[config.mk]
export PLATFORM = sky130hd
export DESIGN_NAME = mru_credential_list
export DESIGN_NICKNAME = d
export VERILOG_FILES = /design/src/sv/mcl_pkg.sv /design/src/sv/mru_credential_list.sv /design/src/sv/mcl_cell.sv
export SDC_FILE = /design/constraint.sdc
export NUM_CORES = 1
export LEC_CHECK = 0
export BUFFER_PORTS_ARGS = -buffer_cell sky130_fd_sc_hd__buf_2
export CAP_MARGIN = 15
export CORE_MARGIN = 4
export CORE_UTILIZATION = 55
export CTS_BUF_LIST = sky130_fd_sc_hd__clkbuf_8
export CTS_CLUSTER_DIAMETER = 40
export DETAILED_ROUTE_END_ITERATION = 6
export GPL_TIMING_DRIVEN = 0
export PLACE_DENSITY = 0.86
export SYNTH_ARGS = -nofsm -noshare
export SYNTH_HDL_FRONTEND = slang
export SYNTH_HIERARCHICAL = 1
export SYNTH_SLANG_ARGS = --single-unit
[constraint.sdc]
create_clock -name clock -period 4.2 [get_ports clock]
set_clock_uncertainty 0.05 [all_clocks]
set_input_delay 0.42 -clock clock [delete_from_list [all_inputs] [get_ports clock]]
set_output_delay 0.42 -clock clock [all_outputs]
set_load 0.01 [all_outputs]
[src/sv/mcl_pkg.sv]
package mcl_pkg;

   // Field widths of one item and of one result
   localparam int KEY_W    = 32;
   localparam int VALUE_W  = 64;
   localparam int ACTION_W = 2;
   localparam int INDEX_W  = 3;
   localparam int COUNT_W  = 3;

   // Default list depth
   localparam int DEPTH_DEFAULT = 5;

   // Action codes
   localparam logic [ACTION_W-1:0] ACT_SAVE  = 2'd0;
   localparam logic [ACTION_W-1:0] ACT_CLEAR = 2'd1;
   localparam logic [ACTION_W-1:0] ACT_READ  = 2'd2;

   // Control for each cell of the row; save_go and any_hit are shared by every cell
   typedef struct packed {
      logic save_go;    // save with a nonzero key this cycle
      logic any_hit;    // key found somewhere in the occupied entries
      logic fill_edge;  // cell index is at or below the entry count
   } cell_ctl_type;

endpackage

[src/sv/mru_credential_list.sv]
// Channel  | Direction | Handshake       | Payload
// ---------+-----------+-----------------+---------------------------------------------------
// req      | in        | start && !busy  | action, entry_key, entry_value, read_index
// rsp      | out       | rsp_valid pulse | entry_count, read_key, read_value, read_valid,
//          |           |                 | key_was_present, save_ignored
//
// One item per cycle while busy is low: every cell compares its key and shifts in the same cycle, and the
// result shows on rsp_ for one cycle after the accepting edge. The compare-and-shift row
// of DEPTH cells, with its first-hit chain, sets that figure.
// Synchronous reset empties the list and sets busy high; busy clears once reset is released.
// The receiver cannot stall: rsp_valid lasts exactly one cycle and is never held.
module mru_credential_list import mcl_pkg::*; #(
   parameter int DEPTH = DEPTH_DEFAULT
) (
   input  logic                clock,
   input  logic                reset,
   input  logic                start,
   output logic                busy,
   input  logic [ACTION_W-1:0] req_action,
   input  logic [KEY_W-1:0]    req_entry_key,
   input  logic [VALUE_W-1:0]  req_entry_value,
   input  logic [INDEX_W-1:0]  req_read_index,
   output logic                rsp_valid,
   output logic [COUNT_W-1:0]  rsp_entry_count,
   output logic [KEY_W-1:0]    rsp_read_key,
   output logic [VALUE_W-1:0]  rsp_read_value,
   output logic                rsp_read_valid,
   output logic                rsp_key_was_present,
   output logic                rsp_save_ignored
);

   localparam int CW = $clog2(DEPTH + 1);
   localparam int EW = (CW > COUNT_W) ? CW : COUNT_W;

   logic [CW-1:0]      cnt_ff, cnt_in;
   logic               busy_ff;
   logic               accept;
   cell_ctl_type       ctl [DEPTH];
   logic [DEPTH-1:0]   occupied;
   logic [DEPTH-1:0]   hit;
   logic [DEPTH-1:0]   hit_chain;
   logic [DEPTH-1:0]   rd_sel;
   logic [KEY_W-1:0]   cell_key   [DEPTH];
   logic [VALUE_W-1:0] cell_value [DEPTH];
   logic               save_go;
   logic               any_hit;
   logic [EW-1:0]      cnt_ext;

   logic               rsp_valid_ff;
   logic [COUNT_W-1:0] rsp_entry_count_ff, rsp_entry_count_in;
   logic [KEY_W-1:0]   rsp_read_key_ff, rsp_read_key_in;
   logic [VALUE_W-1:0] rsp_read_value_ff, rsp_read_value_in;
   logic               rsp_read_valid_ff, rsp_read_valid_in;
   logic               rsp_key_was_present_ff, rsp_key_was_present_in;
   logic               rsp_save_ignored_ff, rsp_save_ignored_in;

   assign accept  = start && !busy_ff;
   assign save_go = accept && (req_action == ACT_SAVE) && (req_entry_key != '0);
   assign any_hit = |hit;

   // Build the row of cells; cell zero takes the new entry
   for (genvar i = 0; i < DEPTH; i++) begin : g_cell
      assign occupied[i]      = CW'(i) < cnt_ff;
      assign ctl[i].save_go   = save_go;
      assign ctl[i].any_hit   = any_hit;
      assign ctl[i].fill_edge = CW'(i) <= cnt_ff;
      assign rd_sel[i]        = occupied[i] && (32'(req_read_index) == i);

      if (i == 0) begin : g_head
         mcl_cell u_cell (
            .clock     (clock),
            .ctl       (ctl[i]),
            .occupied  (occupied[i]),
            .hit_above (1'b0),
            .cmp_key   (req_entry_key),
            .up_key    (req_entry_key),
            .up_value  (req_entry_value),
            .key       (cell_key[i]),
            .value     (cell_value[i]),
            .hit       (hit[i]),
            .hit_chain (hit_chain[i])
         );
      end else begin : g_body
         mcl_cell u_cell (
            .clock     (clock),
            .ctl       (ctl[i]),
            .occupied  (occupied[i]),
            .hit_above (hit_chain[i-1]),
            .cmp_key   (req_entry_key),
            .up_key    (cell_key[i-1]),
            .up_value  (cell_value[i-1]),
            .key       (cell_key[i]),
            .value     (cell_value[i]),
            .hit       (hit[i]),
            .hit_chain (hit_chain[i])
         );
      end
   end

   // Work out the next count and the result fields
   always_comb begin
      cnt_in                 = cnt_ff;
      rsp_read_key_in        = '0;
      rsp_read_value_in      = '0;
      rsp_read_valid_in      = 1'b0;
      rsp_key_was_present_in = 1'b0;
      rsp_save_ignored_in    = 1'b0;
      unique case (req_action)
         ACT_SAVE: begin
            if (req_entry_key == '0) begin
               rsp_save_ignored_in = 1'b1;
            end else if (any_hit) begin
               rsp_key_was_present_in = 1'b1;
            end else if (cnt_ff < CW'(DEPTH)) begin
               cnt_in = cnt_ff + CW'(1);
            end
         end
         ACT_CLEAR: begin
            cnt_in = '0;
         end
         ACT_READ: begin
            rsp_read_valid_in = |rd_sel;
            for (int i = 0; i < DEPTH; i++) begin
               if (rd_sel[i]) begin
                  rsp_read_key_in   = cell_key[i];
                  rsp_read_value_in = cell_value[i];
               end
            end
         end
         default: begin
         end
      endcase
      cnt_ext            = EW'(cnt_in);
      rsp_entry_count_in = cnt_ext[COUNT_W-1:0];
   end

   // Hold control state
   always_ff @(posedge clock) begin
      if (reset) begin
         cnt_ff       <= '0;
         busy_ff      <= 1'b1;
         rsp_valid_ff <= 1'b0;
      end else begin
         busy_ff      <= 1'b0;
         rsp_valid_ff <= accept;
         if (accept) begin
            cnt_ff <= cnt_in;
         end
      end
   end

   // Register the result payload
   always_ff @(posedge clock) begin
      if (accept) begin
         rsp_entry_count_ff     <= rsp_entry_count_in;
         rsp_read_key_ff        <= rsp_read_key_in;
         rsp_read_value_ff      <= rsp_read_value_in;
         rsp_read_valid_ff      <= rsp_read_valid_in;
         rsp_key_was_present_ff <= rsp_key_was_present_in;
         rsp_save_ignored_ff    <= rsp_save_ignored_in;
      end
   end

   assign busy                = busy_ff;
   assign rsp_valid           = rsp_valid_ff;
   assign rsp_entry_count     = rsp_entry_count_ff;
   assign rsp_read_key        = rsp_read_key_ff;
   assign rsp_read_value      = rsp_read_value_ff;
   assign rsp_read_valid      = rsp_read_valid_ff;
   assign rsp_key_was_present = rsp_key_was_present_ff;
   assign rsp_save_ignored    = rsp_save_ignored_ff;

   // Count never passes the list depth
   a_count_bound: assert property (@(posedge clock) disable iff (reset)
      cnt_ff <= CW'(DEPTH))
      else $error("entry count above depth");

   // Each accepted item gives one result in the next cycle
   a_one_result: assert property (@(posedge clock) disable iff (reset)
      rsp_valid == $past(accept))
      else $error("result strobe does not follow accept");

   // A valid read never returns the empty key
   a_read_key: assert property (@(posedge clock) disable iff (reset)
      (rsp_valid && rsp_read_valid) |-> (rsp_read_key != '0))
      else $error("valid read returned a zero key");

   // A save is either ignored or a hit, never both
   a_flags: assert property (@(posedge clock) disable iff (reset)
      rsp_valid |-> $onehot0({rsp_key_was_present, rsp_save_ignored}))
      else $error("conflicting save flags");

endmodule

[src/sv/mcl_cell.sv]
module mcl_cell import mcl_pkg::*; (
   input  logic               clock,
   input  cell_ctl_type       ctl,
   input  logic               occupied,
   input  logic               hit_above,
   input  logic [KEY_W-1:0]   cmp_key,
   input  logic [KEY_W-1:0]   up_key,
   input  logic [VALUE_W-1:0] up_value,
   output logic [KEY_W-1:0]   key,
   output logic [VALUE_W-1:0] value,
   output logic               hit,
   output logic               hit_chain
);

   logic [KEY_W-1:0]   key_ff;
   logic [VALUE_W-1:0] value_ff;
   logic               shift;

   // Match only entries that hold live data
   assign hit       = occupied && (key_ff == cmp_key);
   assign hit_chain = hit_above || hit;

   // Take the neighbor's entry when this cell lies at or above the moved slot
   assign shift = ctl.save_go && !hit_above && (ctl.any_hit || ctl.fill_edge);

   always_ff @(posedge clock) begin
      if (shift) begin
         key_ff   <= up_key;
         value_ff <= up_value;
      end
   end

   assign key   = key_ff;
   assign value = value_ff;

endmodule

==> results.cfg, run 1 <==
[critical_path]
critPathMaxStageDelay_ns = 0.85
rrSetupSlack_ns = 0.21
start_kind = register
slowest_stage = o211a_4
crit_path_end_kind = register
cp_common_cell = nor4_1
path_cells = xor2_1 > nor4_1 > nand4_1 > nor3_1 > nor4_1 > and2_1 > inv_1 > o211a_4 > buf_16
rr_worst_depth = 9
critPathKind = reg -> reg
reg2reg_from = g_cell[0].g_head.u_cell/key[11]
critical_path.top_delay_family = simple AND/OR/NAND/NOR gates
rr_endpoint = g_cell[4].g_body.u_cell/key[1]
cp.arrival_ns = 4.25
crit_buf_inv = 2
crit_fanout = 56
crit_required_ns = 4.47

[sta]
setup_viol = 0
fmax_ghz = 0.251
maxSlewHeadroom = 0.339
rsz0062_at_grt = no
finalCritPeriodShare = 0.949
tightestPinTransition_ns = 0.992
fin_ws_ns = 0.213
min_period_ns = 3.99
hold_violations = 0
finalMaxSlewViolations = 0

[grt]
grt.total_usage = 0.272
first_global_vias = 14900
antenna_found_initial = 1
grtUsageMet2 = 0.441
overflow = 0
grt_pass1_wl_um = 92100
globalRouteMet1Util = 0.370
grtUsageMet3 = 0.0600
grt_max_degree = 60
top_usage_layer = met2

[synthesis]
synthesis.nets = 1474
syn_area_per_cell_um2 = 16.7
synth_warnings = 6
syn_area_mm2 = 0.0228
synth_cells = 1367

[clocking]
cts_root_buffer = clkbuf_8
cts_buffers = 94
clock_path_buffers = 3
cts_tree = yes
cts.sinks = 587
worstSkewPairLatency_ns = 0.67
path_clk_slew_ns = 0.06
htreeDepth = 3

[floorplan]
initial_core_util = 0.557
die_area_mm2 = 0.0448
io_pins = 208
num_rows = 74
dieWidth_um = 212
core_area_mm2 = 0.0409
die_h_um = 212

[layout]
drive_gt1_frac = 0.207
seqCellArea_mm2 = 0.0176
multiInputGateArea_mm2 = 0.00487
nets = 1850
synthToLayoutAreaGrowth_pct = 19.1
final_util = 0.664
final_cells = 2353
fillers = 2760

[routing]
drc = 0
vias_per_cell = 6.27
ant_nets = 0
vias = 14800
drtPass1Iterations = 7
avgRoutedWirePerCell_um = 26.2
routed_wirelength_um = 61600
drt_iter0_markers = 2085

[outcome]
outcome = finished clean

[placement]
dp_cells = 2114
io_buffers = 207
post-place-ws_ns = 0.180
gp_congestion = 0.931
hpwl_um = 38800

[power_and_ir_drop]
ir_drop_v = 0.000278
p_leak_nw = 9.04
power_density_mw_per_mm2 = 421
power_w = 0.0115

[flow_run]
cap_violations = 0

[worst_hold_path]
hold_path.class = in -> reg
holdPathStages = 1
hold-path-endpoint = g_cell[0].g_head.u_cell/key[30]
min-delay-start = req_entry_key[30]
-- power breakdown --
part	switching, W	internal (W)
Sequential	0.0000187	0.00642
Clock	0.00232	0.00230
Combinational	0.000233	0.000160
Total	0.00258	0.00888
-- routing by layer --
metal	vias to the layer above	share of wire
li1	6308	-
met1	7246	0.37
met2	1037	0.49
met3	170	0.11
met4	0	0.034
met5	-	0
-- how the worst max path moves through the flow --
stage,start,end,slack [ns],depth (start not counted)
after floorplan,req_entry_key[23],g_cell[0].g_head.u_cell/key[0],0.16,8
after global placement,req_entry_key[1],g_cell[2].g_body.u_cell/value[28],-2.07,9
after detailed placement,req_entry_key[1],g_cell[4].g_body.u_cell/value[26],0.18,10
after CTS,g_cell[0].g_head.u_cell/key[11],g_cell[4].g_body.u_cell/key[1],0.35,9
after global routing,g_cell[0].g_head.u_cell/key[11],g_cell[4].g_body.u_cell/key[1],0.07,9
final,g_cell[0].g_head.u_cell/key[11],g_cell[4].g_body.u_cell/key[1],0.21,9
-- registers in the layout, summed over array words and instances, names as in the netlist --
signal                      cells
g_cell.g_body.u_cell/key      128
g_cell.g_head.u_cell/key       32
busy                            1
rsp_key_was_present             1
rsp_read_key                   32
rsp_read_valid                  1
g_cell.g_body.u_cell/value    256
rsp_read_value                 64
rsp_save_ignored                1
g_cell.g_head.u_cell/value     64
rsp_entry_count                 3
rsp_valid                       1
cnt_ff                          3
-- what timing repair did --
item	4_1_cts	5_1_grt
endpoints found under the setup margin	0	0
hold buffers	65	0
buffers inserted	0	0
gates resized for setup	0	0
endpoints found under the hold margin	69	0
-- cells in the final DEF, fill, tap and decap left out, drive strengths merged, types with 4 or more instances in the layout --
master	n
o31ai	4
dlygate4sd3	65
xnor2	5
o21ai	60
buf	247
nor2	9
nor3	14
dfxtp	5
inv	51
a31oi	4
a22oi	96
nand3	15
o221ai	37
nand2	9
o211a	5
a221oi	59
a21oi	135
clkbuf	147
clkinv	28
nor4	44
edfxtp	582
nand4	9
xor2	155
-- worst reg2reg max path, cell delays in order (launching register included) --
cell,delay [ns]
edfxtp_1,0.44
xor2_1,0.17
nor4_1,0.61
nand4_1,0.30
nor3_1,0.24
nor4_1,0.12
and2_1,0.20
inv_1,0.27
o211a_4,0.85
buf_16,0.36
-- layout make-up --
class,count,share of cell area
clock inverter,70,0.0131
sequential,587,0.647
clock buffer,101,0.0512
buffer,78,0.0129
inverter,13,0.00189
tap,532,0.0245
timing repair buffer,280,0.0699
antenna,3,0.000276
multi-input combinational,689,0.179
-- stage by stage --
step | hold slack (ns) | TNS [ns] | cell area [µm²]
2_1_floorplan | 0.376 | 0 | 22800
3_3_place_gp | 0.379 | -969.08 | 24500
3_5_place_dp | 0.382 | 0 | 24800
4_1_cts | 0.0103 | 0 | 27200
5_1_grt | 0.0315 | 0 | 27200
6_report | 0.0448 | 0 | 27200
Note: power is estimated with default switching activity, not from simulation.
==> inputs of run 2 (changes only) <==
Clock period 4.2 ns to 3.2 ns, I/O delays scaled along.
==> results.cfg, run 2 (synthesis results as in run 1) <==
[critical_path]
start_kind = register
rrSetupSlack_ns = -0.36
crit_cells = 10
rr_worst_depth = 10
crit_buf_inv = 3
critPathMaxStageDelay_ns = 0.49
critical_path.top_delay_family = simple AND/OR/NAND/NOR gates
slowest_stage = nor4_1
crit_required_ns = 3.46
reg2reg_from = g_cell[2].g_body.u_cell/key[2]
crit_path_end_kind = register
cp.arrival_ns = 3.82
crit_end = g_cell[3].g_body.u_cell/value[61]
path_cells = xor2_1 > nor4_1 > nand4_1 > nor3_2 > nor4_4 > and2_4 > clkinvlp_4 > o211a_4 > buf_16 > buf_16
critPathKind = reg -> reg
rr_endpoint = g_cell[3].g_body.u_cell/value[61]
cp_common_cell = buf_16
timing.critical_path.from = g_cell[2].g_body.u_cell/key[2]
crit_fanout = 33

[routing]
avgRoutedWirePerCell_um = 28.2
vias = 15600
drc = 0
drtPass1Iterations = 7
vias_per_cell = 6.52
drt_iter0_markers = 2574
routed_wirelength_um = 67700
ant_nets = 0

[power_and_ir_drop]
seqPwrFrac = 0.533
p_sw_w = 0.00345
p_leak_nw = 9.37
p_clk_frac = 0.430
combPwrFrac = 0.037
ir_drop_v = 0.000414
p_int_w = 0.0124
p_sw_frac = 0.218
power_w = 0.0158
power_density_mw_per_mm2 = 564

[sta]
tightestPinTransition_ns = 1.08
maxSlewHeadroom = 0.279
fmax_ghz = 0.281
fin_ws_ns = -0.357
setup_viol = 365
finalCritPeriodShare = 1.11
hold_violations = 0
rsz0062_at_grt = yes
min_period_ns = 3.56
finalMaxSlewViolations = 0

[grt]
grt_pass1_wl_um = 97600
grt_max_degree = 48
first_global_vias = 15500
grt.total_usage = 0.292
antenna_found_initial = 2
overflow = 0

[layout]
layout_common_cells = edfxtp_1, buf_2, xor2_1
nets = 1901
mostFrequentLayoutCell = edfxtp_1
largest_reg_flops = 256
drive_gt1_frac = 0.230
fillers = 2558
synthToLayoutAreaGrowth_pct = 23.1
final_cells = 2400

[outcome]
failed_checks = negative setup slack
outcome = complete, but fails checks

[placement]
io_buffers = 207
gp_congestion = 0.938
hpwl_um = 38900
post-place-ws_ns = -0.751
dp_cells = 2114

[clocking]
worstSkewPairLatency_ns = 0.66
cts_root_buffer = clkbuf_8
clock_path_buffers = 3
cts.sinks = 587
cts_buffers = 92
htreeDepth = 3
path_clk_slew_ns = 0.07
cts_tree = yes

[worst_hold_path]
min-delay-start = req_entry_key[31]
hold_path.class = in -> reg

[floorplan]
core_area_mm2 = 0.0409
num_rows = 74
initial_core_util = 0.557
die_area_mm2 = 0.0448
io_pins = 208
die_h_um = 212
dieWidth_um = 212

[flow_run]
cap_violations = 0
-- run 2: changes by cell type in the layout (fill, tap and decap cells not counted), sizes merged --
cell and change:
dlygate4sd3 +34, inv -12, buf +11, bufinv +10, o211a +7, clkbuf -3, clkinv +2, clkinvlp -1
diode -1
-- run 2: per-stage QoR --
stage	instance area, µm²	util	hold slack, ns	TNS (ns)
final	28100	0.686	0.0466	-37.69
after global routing	28100	0.686	0.0170	-44.70
after CTS	27900	0.682	0.00149	-11.28
after detailed placement	24800	0.605	0.384	-244.61
after global placement	24500	0.599	0.378	-912.36
after floorplan	22800	-	0.298	-96.40
-- run 2: timing repair --
item,in CTS,in global routing
cloned,5,3
resized for setup,25,11
setup endpoints to repair,461,362
endpoints found under the hold margin,102,0
hold buffers,99,0
setup buffers,4,7
pin swaps,12,4
-- run 2: power groups by stage --
stage | combinational [W] | sequential (W) | clock [W]
floorplan | 0.000167 | 0.00863 | 0
global placement | 0.000422 | 0.00861 | 0
detailed placement | 0.000443 | 0.00861 | 0
CTS | 0.000560 | 0.00845 | 0.00680
global route | 0.000619 | 0.00844 | 0.00721
finish | 0.000587 | 0.00844 | 0.00681
-- run 2: worst register-to-register path, cell delays in order (launching register included) --
cell,delay [ns]
edfxtp_1,0.42
xor2_1,0.18
nor4_1,0.49
nand4_1,0.36
nor3_2,0.28
nor4_4,0.10
and2_4,0.19
clkinvlp_4,0.13
o211a_4,0.45
buf_16,0.28
buf_16,0.25
-- run 2: how the worst min path moves through the flow --
stage                                              endpoint  slack, ns  depth (start not counted)
after floorplan                                        busy       0.30                          0
after global placement    g_cell[4].g_body.u_cell/value[51]       0.38                          0
after detailed placement  g_cell[2].g_body.u_cell/value[54]       0.38                          0
after CTS                   g_cell[0].g_head.u_cell/key[31]      0.001                          1
after global routing        g_cell[0].g_head.u_cell/key[31]       0.02                          1
final                       g_cell[0].g_head.u_cell/key[31]       0.05                          1
-- run 2: cell type report --
| type | instances | area, µm² | area share |
|---|---|---|---|
| Clock buffer | 97 | 1340 | 0.0476 |
| Buffer | 78 | 352 | 0.0125 |
| Sequential cell | 587 | 17600 | 0.626 |
| Clock inverter | 69 | 604 | 0.0215 |
| Timing Repair Buffer | 326 | 2360 | 0.0839 |
| Inverter | 13 | 56.3 | 0.00201 |
| Antenna cell | 2 | 5.00 | 0.000178 |
| Multi-Input combinational cell | 696 | 5120 | 0.182 |
| Tap cell | 532 | 666 | 0.0237 |
-- run 2: per-layer routing --
| layer | GRT usage | share of wire | up-vias |
|---|---|---|---|
| met1 | 0.393 | 0.35 | 7558 |
| met2 | 0.468 | 0.47 | 1402 |
| met4 | 0.125 | 0.047 | 2 |
| met3 | 0.0640 | 0.13 | 247 |
| li1 | - | - | 6432 |
| met5 | 0 | 0.00019 | - |
